**src/hdl/mlpdc_pkg.sv**
```systemverilog
package mlpdc_pkg;

  localparam int N_INPUTS_DEF  = 256;
  localparam int N_HIDDEN_DEF  = 32;
  localparam int N_OUTPUTS_DEF = 10;

  localparam int WIDX_W = 14;
  localparam int VAL_W  = 16;
  localparam int ACC_W  = 48;

  localparam logic signed [VAL_W-1:0] BIAS_ONE = 16'sd16384;

  // per-step decay factor e^(-1/16), scaled by 2^32
  localparam logic [63:0] SIG_STEP = 64'd4034748382;

  typedef enum logic [1:0] {
    CMD_W1    = 2'd0,
    CMD_W2    = 2'd1,
    CMD_PIXEL = 2'd2,
    CMD_NONE  = 2'd3
  } cmd_t;

  // Controller to datapath.
  typedef struct packed {
    logic clr_acc;   // load accumulator with the product of this beat
    logic mac;       // accumulate the registered product
    logic l2;        // layer 2 operands (weights times hidden)
    logic bias;      // bias input in place of the pixel
    logic act_wr;    // write hidden activation from accumulator
    logic out_eval;  // compare layer-2 sigmoid with best
    logic out_first; // first output neuron
  } dp_cmd_t;

  // Sigmoid table over [-8,8) in 1/16 steps, Q0.16. Evaluated at elaboration
  // only; the quotient comes from a restoring long division.
  function automatic logic [255:0][15:0] sig_lut_build();
    logic [255:0][15:0] tbl;
    logic [63:0]        p;
    logic [63:0]        den;
    logic [63:0]        num;
    logic [63:0]        pos;
    logic [63:0]        rem;
    tbl = '0;
    p = 64'h1_0000_0000;
    for (int k = 0; k <= 128; k++) begin
      if (k > 0) begin
        p = (p * SIG_STEP + 64'h8000_0000) >> 32;
      end
      den = 64'h1_0000_0000 + p;
      num = 64'h1_0000_0000_0000 + (den >> 1);
      pos = '0;
      rem = '0;
      for (int b = 63; b >= 0; b--) begin
        rem = {rem[62:0], num[b]};
        if (rem >= den) begin
          rem    = rem - den;
          pos[b] = 1'b1;
        end
      end
      if (k < 128) begin
        tbl[128 + k] = (pos > 64'd65535) ? 16'hFFFF : pos[15:0];
      end
      if (k > 0) begin
        tbl[128 - k] = 16'(64'd65536 - pos);
      end
    end
    return tbl;
  endfunction

endpackage

```
**src/hdl/mlpdc_ctrl.sv**
```systemverilog
module mlpdc_ctrl #(
  parameter int N_INPUTS  = mlpdc_pkg::N_INPUTS_DEF,
  parameter int N_HIDDEN  = mlpdc_pkg::N_HIDDEN_DEF,
  parameter int N_OUTPUTS = mlpdc_pkg::N_OUTPUTS_DEF,
  parameter int PC_W      = $clog2(N_INPUTS + 1),
  parameter int HW        = $clog2(N_HIDDEN + 1),
  parameter int OW        = $clog2(N_OUTPUTS + 1)
) (
  input  logic                clk,
  input  logic                rst_n,
  input  logic                start,
  input  logic [PC_W-1:0]     n_px,
  input  logic                out_stall,
  output logic                busy,
  output logic                out_valid,
  output mlpdc_pkg::dp_cmd_t  cmd,
  output logic [PC_W-1:0]     col,
  output logic [HW-1:0]       hrow,
  output logic [OW-1:0]       orow
);
  import mlpdc_pkg::*;

  // Read address presented in state; memory read data, product and
  // accumulator are registered in that order.
  typedef enum logic [5:0] {
    S_IDLE = 6'b000001,
    S_L1   = 6'b000010,
    S_L1W  = 6'b000100,
    S_L2   = 6'b001000,
    S_L2W  = 6'b010000,
    S_OUT  = 6'b100000
  } state_t;

  state_t          state_r, state_nxt;
  logic [PC_W-1:0] col_r, col_nxt, n_r, n_nxt;
  logic [HW-1:0]   h_r, h_nxt;
  logic [OW-1:0]   o_r, o_nxt;
  logic [2:0]      wait_r, wait_nxt;
  logic [1:0]      p1_r, p1_nxt;   // issue pipeline: valid, first
  logic [1:0]      p2_r, p2_nxt;

  always_ff @(posedge clk) begin
    if (!rst_n) begin
      state_r <= S_IDLE;
      col_r   <= '0;
      n_r     <= '0;
      h_r     <= '0;
      o_r     <= '0;
      wait_r  <= '0;
      p1_r    <= '0;
      p2_r    <= '0;
    end else begin
      state_r <= state_nxt;
      col_r   <= col_nxt;
      n_r     <= n_nxt;
      h_r     <= h_nxt;
      o_r     <= o_nxt;
      wait_r  <= wait_nxt;
      p1_r    <= p1_nxt;
      p2_r    <= p2_nxt;
    end
  end

  always_comb begin
    state_nxt = state_r;
    col_nxt   = col_r;
    n_nxt     = n_r;
    h_nxt     = h_r;
    o_nxt     = o_r;
    wait_nxt  = wait_r;
    p1_nxt    = 2'b00;
    p2_nxt    = p1_r;
    cmd       = '0;
    unique case (state_r)
      S_IDLE: begin
        if (start) begin
          n_nxt     = n_px;
          col_nxt   = '0;
          h_nxt     = '0;
          state_nxt = S_L1;
        end
      end
      S_L1: begin
        // column n_r stands for the bias
        p1_nxt = {1'b1, (col_r == '0)};
        if (col_r == n_r) begin
          col_nxt   = '0;
          wait_nxt  = 3'd3;
          state_nxt = S_L1W;
        end else begin
          col_nxt = col_r + 1'b1;
        end
      end
      S_L1W: begin
        wait_nxt = wait_r - 1'b1;
        if (wait_r == 3'd1) begin
          cmd.act_wr = 1'b1;
          if (h_r == HW'(N_HIDDEN - 1)) begin
            h_nxt     = '0;
            o_nxt     = '0;
            state_nxt = S_L2;
          end else begin
            h_nxt     = h_r + 1'b1;
            state_nxt = S_L1;
          end
        end
      end
      S_L2: begin
        p1_nxt = {1'b1, (h_r == '0)};
        if (h_r == HW'(N_HIDDEN - 1)) begin
          h_nxt     = '0;
          wait_nxt  = 3'd3;
          state_nxt = S_L2W;
        end else begin
          h_nxt = h_r + 1'b1;
        end
      end
      S_L2W: begin
        wait_nxt = wait_r - 1'b1;
        if (wait_r == 3'd1) begin
          cmd.out_eval  = 1'b1;
          cmd.out_first = (o_r == '0);
          if (o_r == OW'(N_OUTPUTS - 1)) begin
            state_nxt = S_OUT;
          end else begin
            o_nxt     = o_r + 1'b1;
            state_nxt = S_L2;
          end
        end
      end
      S_OUT: begin
        if (!out_stall) state_nxt = S_IDLE;
      end
      default: state_nxt = S_IDLE;
    endcase
    cmd.l2      = (state_r == S_L2) || (state_r == S_L2W);
    cmd.bias    = (state_r == S_L1) && (col_r == n_r);
    cmd.mac     = p2_r[1] && !p2_r[0];
    cmd.clr_acc = p2_r[1] && p2_r[0];
  end

  assign busy      = (state_r != S_IDLE);
  assign out_valid = (state_r == S_OUT);
  assign col       = col_r;
  assign hrow      = h_r;
  assign orow      = o_r;

endmodule

```
**config.mk**
```make
export PLATFORM = sky130hd
export DESIGN_NAME = mlpdc_ctrl
export DESIGN_NICKNAME = d
export VERILOG_FILES = /design/src/hdl/mlpdc_pkg.sv /design/src/hdl/mlpdc_ctrl.sv
export SDC_FILE = /design/constraint.sdc
export NUM_CORES = 1
export LEC_CHECK = 0
export ABC_AREA = 1
export BUFFER_PORTS_ARGS = -buffer_cell sky130_fd_sc_hd__buf_2
export CORE_MARGIN = 10
export CORE_UTILIZATION = 50
export DETAILED_ROUTE_END_ITERATION = 16
export GPL_TIMING_DRIVEN = 0
export PLACE_DENSITY = 0.75
export SLEW_MARGIN = 20
export SYNTH_ARGS = -nofsm -noshare
export SYNTH_HDL_FRONTEND = slang
export SYNTH_SLANG_ARGS = --single-unit
```
**constraint.sdc**
```tcl
create_clock -name clk -period 1.3 [get_ports clk]
set_input_delay 0.13 -clock clk [delete_from_list [all_inputs] [get_ports clk]]
set_output_delay 0.13 -clock clk [all_outputs]
set_load 0.005 [all_outputs]
```
==> impl_metrics.yaml, run 1 <==
run_status:
  status: "finished, violations left"
  failed_checks: "setup timing"
global_route:
  grt_max_degree: 13
  antenna_found_initial: 0
  first_global_vias: 2265
  overflow: 0
  grt_use_total: 0.162
  grt_pass1_wl_mm: 10.3
clock_tree:
  tritoncts: "yes"
  cts.path.max_buffers: 2
  cts_hold_buf: 0
  clkTransAtPathRegs_ns: 0.08
  cts_root_buf: "clkbuf_8"
  insertion_delay_ns: 0.29
  h-tree-depth: 2
  cts_sinks: 41
  cts_buffers: 5
timing:
  fmax_ghz: 0.635
  relSlewSlack: 0.600
  setup_viol: 45
  rsz0062_at_grt: "yes"
  postLayoutSetupSlackWorst_ns: -0.276
  max_slew.worst_pin.slew_ns: 0.601
  fin_crit_ns: 1.58
  whs_ns: 0.0569
  tns_ns: -6.36
  final_max_slew_viol_count: 0
  finClkSkew_ns: 0.00446
  fin_crit_sh: 1.21
  hold_violations: 0
critical_path:
  crit_fanout: 6
  start_kind: "flip-flop"
  cp.arrival_ns: 1.45
  r2r-start: "col[6]$_SDFFE_PN0P_"
  reg2reg_depth: 9
  end_kind: "primary output"
  crit_type: "flip-flop to primary output"
  startpoint: "col[6]$_SDFFE_PN0P_"
  worstReg2RegEnd: "wait_r[2]$_SDFFE_PN0P_"
  worst-endpoint-required_ns: 1.17
  rrSetupSlack_ns: -0.22
route:
  first_iter_violations: 189
  drc_errors: 0
  wl_per_cell_um: 14.1
  vias: 2401
  drtAntennaViolNets: 0
  finalWirelength_mm: 6.45
  drt_pre_antenna_iters: 4
  via_per_inst: 5.25
min_path:
  hold_start: "n_px[8]"
  hold-path-endpoint: "n_r[8]$_SDFFE_PN0P_"
  min_path_cells: 3
  hp-class: "input pin to flip-flop"
yosys:
  synth_cell_types: 29
  yosys_register_bits: 41
  netlist_area_um2: 2310
  synth_area_per_cell_um2: 7.03
  synthCells: 328
  synth.net_count: 350
  yosysWarnings: 0
  seq_area_frac_synth: 0.356
power_and_ir_drop:
  p_per_area_nw_per_um2: 1250
  finalPower_w: 0.00398
  ir_drop_v: 0.000877
  p_leak_nw: 1.47
layout:
  drive_above_1_share: 0.442
  fin_cells: 457
  diodes: 0
  nets: 426
  utilization: 0.724
  area_growth_pct: 38.6
floorplanning:
  start_util: 0.523
  core_um2: 4410
  die_w_um: 87.9
  rows: 24
  io_pins: 41
  die_h_um: 87.9
  die_area_um2: 7730
placed_design:
  port-buffer-count: 39
  place_hpwl_mm: 4.07
  dp_cells: 419
  gp_congestion: 0.825
run:
  cap_violations: 0
report_power, final:
| group | internal, W | switching, W | total [W] |
|---|---|---|---|
| clock network | 0.000480 | 0.000447 | 0.000928 |
| registers | 0.00137 | 0.000110 | 0.00148 |
| logic | 0.000664 | 0.000908 | 0.00157 |
how the worst max path moves through the flow:
stage                                         end  cells after the start
final                                      cmd[3]                      6
after floorplan              orow[1]$_SDFFE_PN0P_                     10
after global routing                       cmd[3]                      8
after detailed placement  state_r[5]$_SDFFE_PN0P_                      9
after global placement       orow[1]$_SDFFE_PN0P_                     10
after CTS                                  cmd[3]                      8
stage by stage:
| step | area (µm²) | worst slack, ns |
|---|---|---|
| 2_1_floorplan | 2350 | -0.0664 |
| 3_3_place_gp | 2620 | -0.220 |
| 3_5_place_dp | 2620 | -0.244 |
| 4_1_cts | 2990 | -0.210 |
| 5_1_grt | 3200 | -0.339 |
| 6_report | 3200 | -0.276 |
critical path, cell delays in order, from the launching register on:
cell and delay (ns):
dfxtp_4 0.37, xnor2_1 0.16, nand2_1 0.13, nor2_4 0.15, nand2_2 0.08, nor2_1 0.12, buf_2 0.14
area by class of cell:
cell class / instances / area (µm²)
sequential: 41 / 863
clock inverter: 1 / 5.00
fill: 333 / 1220
timing repair buffer: 68 / 420
clock buffer: 7 / 96.3
inverter: 43 / 169
buffer: 6 / 45.0
multi-input combinational: 239 / 1530
tap: 52 / 65.1
cells in the mapped netlist, drive strengths merged:
master | count | area share
nand2 | 71 | 0.12
nor2 | 60 | 0.12
inv | 43 | 0.071
dfxtp | 41 | 0.36
nand3 | 27 | 0.071
a21oi | 26 | 0.061
o21ai | 14 | 0.030
ha | 9 | 0.049
xnor2 | 8 | 0.030
xor2 | 7 | 0.027
nand4 | 6 | 0.019
nor3 | 4 | 0.0087
buf | 3 | 0.0092
clkbuf | 3 | 0.0049
and3 | 2 | 0.0054
nand3b | 2 | 0.0065
a21o | 1 | 0.0033
nor4 | 1 | 0.0027
logic make-up (layout without fill, tap and decap cells):
logic type	Yosys count	after routing	synth area share
XOR/XNOR	15	15	0.0569
buffers and inverters	49	125	0.0851
flip-flops	41	41	0.356
adder cells (fa/ha/maj)	9	9	0.0488
AND/OR/NAND/NOR	173	174	0.358
AO/OA/AOI/OAI	41	41	0.0949
state kept, by name, indices dropped and copies added, names as in the netlist:
| signal | flops |
|---|---|
| col | 9 |
| hrow | 6 |
| n_r | 9 |
| orow | 4 |
| p1_r | 2 |
| p2_r | 2 |
| state_r | 6 |
| wait_r | 3 |
layout by cell type (no fill, tap or decap), types with 11 or more instances in the layout:
cell type / instances
nor2_1: 34
nor2_4: 15
buf_2: 39
inv_1: 29
inv_2: 11
nand3_1: 21
nand2_2: 16
dfxtp_1: 23
nor2_2: 12
nand2_1: 52
buf_4: 27
a21oi_1: 18
repair_timing:
action | CTS | global route
pin swaps | 13 | 12
buffers inserted | 23 | 6
gates resized for setup | 38 | 46
endpoints found under the setup margin | 43 | 46
cloned | 1 | 1
metal layers:
layer  GRT usage  wire length, µm  up-vias
met1       0.196             2750     1113
met3      0.0362              380       11
met2       0.271             3230       79
met5           0                0        -
met4      0.0623               90        0
li1            -                -     1198
(Power assumes the default switching activity.)
==> run 2: changes to the inputs <==
--- a/config.mk
+++ b/config.mk
@@ -7,11 +7,13 @@
 export LEC_CHECK = 0
 export ABC_AREA = 1
 export BUFFER_PORTS_ARGS = -buffer_cell sky130_fd_sc_hd__buf_2
+export CELL_PAD_IN_SITES_DETAIL_PLACEMENT = 1
+export CELL_PAD_IN_SITES_GLOBAL_PLACEMENT = 1
 export CORE_MARGIN = 10
-export CORE_UTILIZATION = 50
+export CORE_UTILIZATION = 36
 export DETAILED_ROUTE_END_ITERATION = 16
 export GPL_TIMING_DRIVEN = 0
-export PLACE_DENSITY = 0.75
+export PLACE_DENSITY_LB_ADDON = 0.1
 export SLEW_MARGIN = 20
 export SYNTH_ARGS = -nofsm -noshare
 export SYNTH_HDL_FRONTEND = slang
==> run 2 against run 1 <==
Effect of this change:
- the flow still finishes with violations (setup timing)
- hold slack worse by 0.0046 ns
- utilization is 11 points lower
- sequential power hardly changed
- combinational power is 50% higher
- setup slack worse by 0.16 ns
- critical path depth is 2 higher
- register-to-register slack worse by 0.22 ns
- first-iteration DRC count is 47% lower
- clock-buffer cell count stayed put
- global-route usage is 0.11 points higher
- clock power is 0.4% lower
- largest power group unchanged
- highest routed layer unchanged
==> impl_metrics.yaml, run 2 (same netlist as run 1, synthesis figures left out) <==
global_route:
  busiest_layer: "met2"
  grt_use_met1: 0.200
  antenna_found_initial: 0
  use_met2: 0.277
  grt_max_degree: 12
  grt_use_total: 0.163
  grt.met3_usage: 0.0261
  overflow: 0
  grt_pass1_wl_mm: 13.2
  first_global_vias: 2596
timing:
  hold_violations: 0
  setup_viol: 45
  whs_ns: 0.0523
  final_max_slew_viol_count: 0
  fin_crit_sh: 1.34
  rsz0062_at_grt: "yes"
  postLayoutSetupSlackWorst_ns: -0.441
  max_slew.worst_pin.slew_ns: 0.819
  finClkSkew_ns: 0.0140
  tns_ns: -13.84
  fin_crit_ns: 1.74
  relSlewSlack: 0.454
  fmax_ghz: 0.575
critical_path:
  critPathTopFamily: "simple AND/OR/NAND/NOR gates"
  crit_type: "flip-flop to flip-flop"
  start_kind: "flip-flop"
  worst-endpoint-required_ns: 1.52
  crit_fanout: 6
  cp.arrival_ns: 1.96
  critPathBufInv: 1
  path_cells: "inv_1 -> nand2_8 -> nand4_1 -> nand3_4 -> nor2_4 -> nand3_2 -> nand2_2 -> nor2_1"
  end_kind: "flip-flop"
  critPathSlowestCell: "dfxtp_1"
  max_stage_delay_ns: 0.36
  rrSetupSlack_ns: -0.44
floorplanning:
  start_util: 0.368
  io_pins: 41
  die_w_um: 100
  die_area_um2: 10000
  die_h_um: 100
  rows: 29
  core_um2: 6280
clock_tree:
  insertion_delay_ns: 0.32
  cts_sinks: 41
  tritoncts: "yes"
  h-tree-depth: 2
  clkTransAtPathRegs_ns: 0.09
  cts_buffers: 5
  cts.path.max_buffers: 2
  cts_root_buf: "clkbuf_8"
min_path:
  hp-class: "input pin to flip-flop"
power_and_ir_drop:
  seq_power_share: 0.312
  p_clk_frac: 0.194
  p_per_area_nw_per_um2: 1240
  p_sw_frac: 0.410
  combPwrFrac: 0.494
  finalPower_w: 0.00476
  ir_drop_v: 0.000775
  p_int_w: 0.00281
  p_leak_nw: 1.67
  net-switching-power_w: 0.00195
route:
  wl_per_cell_um: 21.6
  drtAntennaViolNets: 0
  first_iter_violations: 100
  drt_pre_antenna_iters: 5
  finalWirelength_mm: 11.1
  vias: 2737
  drc_errors: 0
  via_per_inst: 5.35
layout:
  final_common_cell: "nand2_1"
  layout_common_cells: "45 x nand2_1, 39 x buf_4, 38 x buf_2, 31 x nor2_1, 29 x inv_1"
  nFillCells: 753
  area_growth_pct: 66.2
  utilization: 0.611
  nets: 457
  diodes: 0
  drive_above_1_share: 0.559
placed_design:
  port-buffer-count: 39
  place_hpwl_mm: 4.95
  gp_congestion: 0.853
run_status:
  status: "finished, violations left"
  failed_checks: "setup timing"
run:
  cap_violations: 0
## run 2: cell types whose count changed in the layout (fill, tap and decap cells not counted), sizes merged
cell	change
inv	-1
buf	+31
## run 2: timing repair
item / in CTS / in global routing
hold buffers: 0 / 0
pin swaps: 30 / 26
setup buffers: 35 / 26
setup endpoints to repair: 43 / 46
resized for setup: 91 / 83
cloned: 1 / 1
## run 2: layer usage
layer / wire length, µm / part of all wire / vias to the layer above
li1: - / - / 1251
met4: 546 / 0.049 / 0
met5: 0 / 0 / -
met3: 571 / 0.052 / 31
met2: 5680 / 0.51 / 97
met1: 4280 / 0.39 / 1358
## run 2: cell type report
class	instances	area (µm²)	area share
buffer	6	48.8	0.0127
clock buffer	7	86.3	0.0225
inverter	43	196	0.0512
multi-input combinational	239	1780	0.464
sequential	41	875	0.228
tap	77	96.3	0.0251
timing repair buffer	99	752	0.196
## run 2: worst paths after layout
| path | startpoint | to | cells past startpoint |
|---|---|---|---|
| setup / recovery | wait_r[2]$_SDFFE_PN0P_ | state_r[5]$_SDFFE_PN0P_ | 8 |
| hold / removal | n_px[8] | n_r[8]$_SDFFE_PN0P_ | 3 |
| hold reg to reg | p1_r[0]$_SDFF_PN0_ | p2_r[0]$_SDFF_PN0_ | 2 |
| setup reg to reg | wait_r[2]$_SDFFE_PN0P_ | state_r[5]$_SDFFE_PN0P_ | 8 |
## run 2: worst register-to-register path, cell delays in order, from the launching register on
cell and delay [ns]:
dfxtp_1 0.36, inv_1 0.19, nand2_8 0.12, nand4_1 0.27, nand3_4 0.15, nor2_4 0.24, nand3_2 0.15, nand2_2 0.11
nor2_1 0.05
## run 2: power groups by stage
| stage | registers [W] | logic (W) | clock network [W] |
|---|---|---|---|
| 2_1_floorplan | 0.00149 | 0.000828 | 0 |
| 4_1_cts | 0.00149 | 0.00156 | 0.000910 |
| 3_3_place_gp | 0.00150 | 0.00108 | 0 |
| 3_5_place_dp | 0.00151 | 0.00110 | 0 |
| 5_1_grt | 0.00150 | 0.00249 | 0.000967 |
| 6_report | 0.00149 | 0.00235 | 0.000924 |
## run 2: through the flow
step                      cell area, µm²  setup WS [ns]  cells
after floorplan                     2350        -0.0664    328
after global placement              2650         -0.329    444
after detailed placement            2650         -0.343    444
after CTS                           3320         -0.257    486
after global routing                3830         -0.506    512
final                               3830         -0.441    512
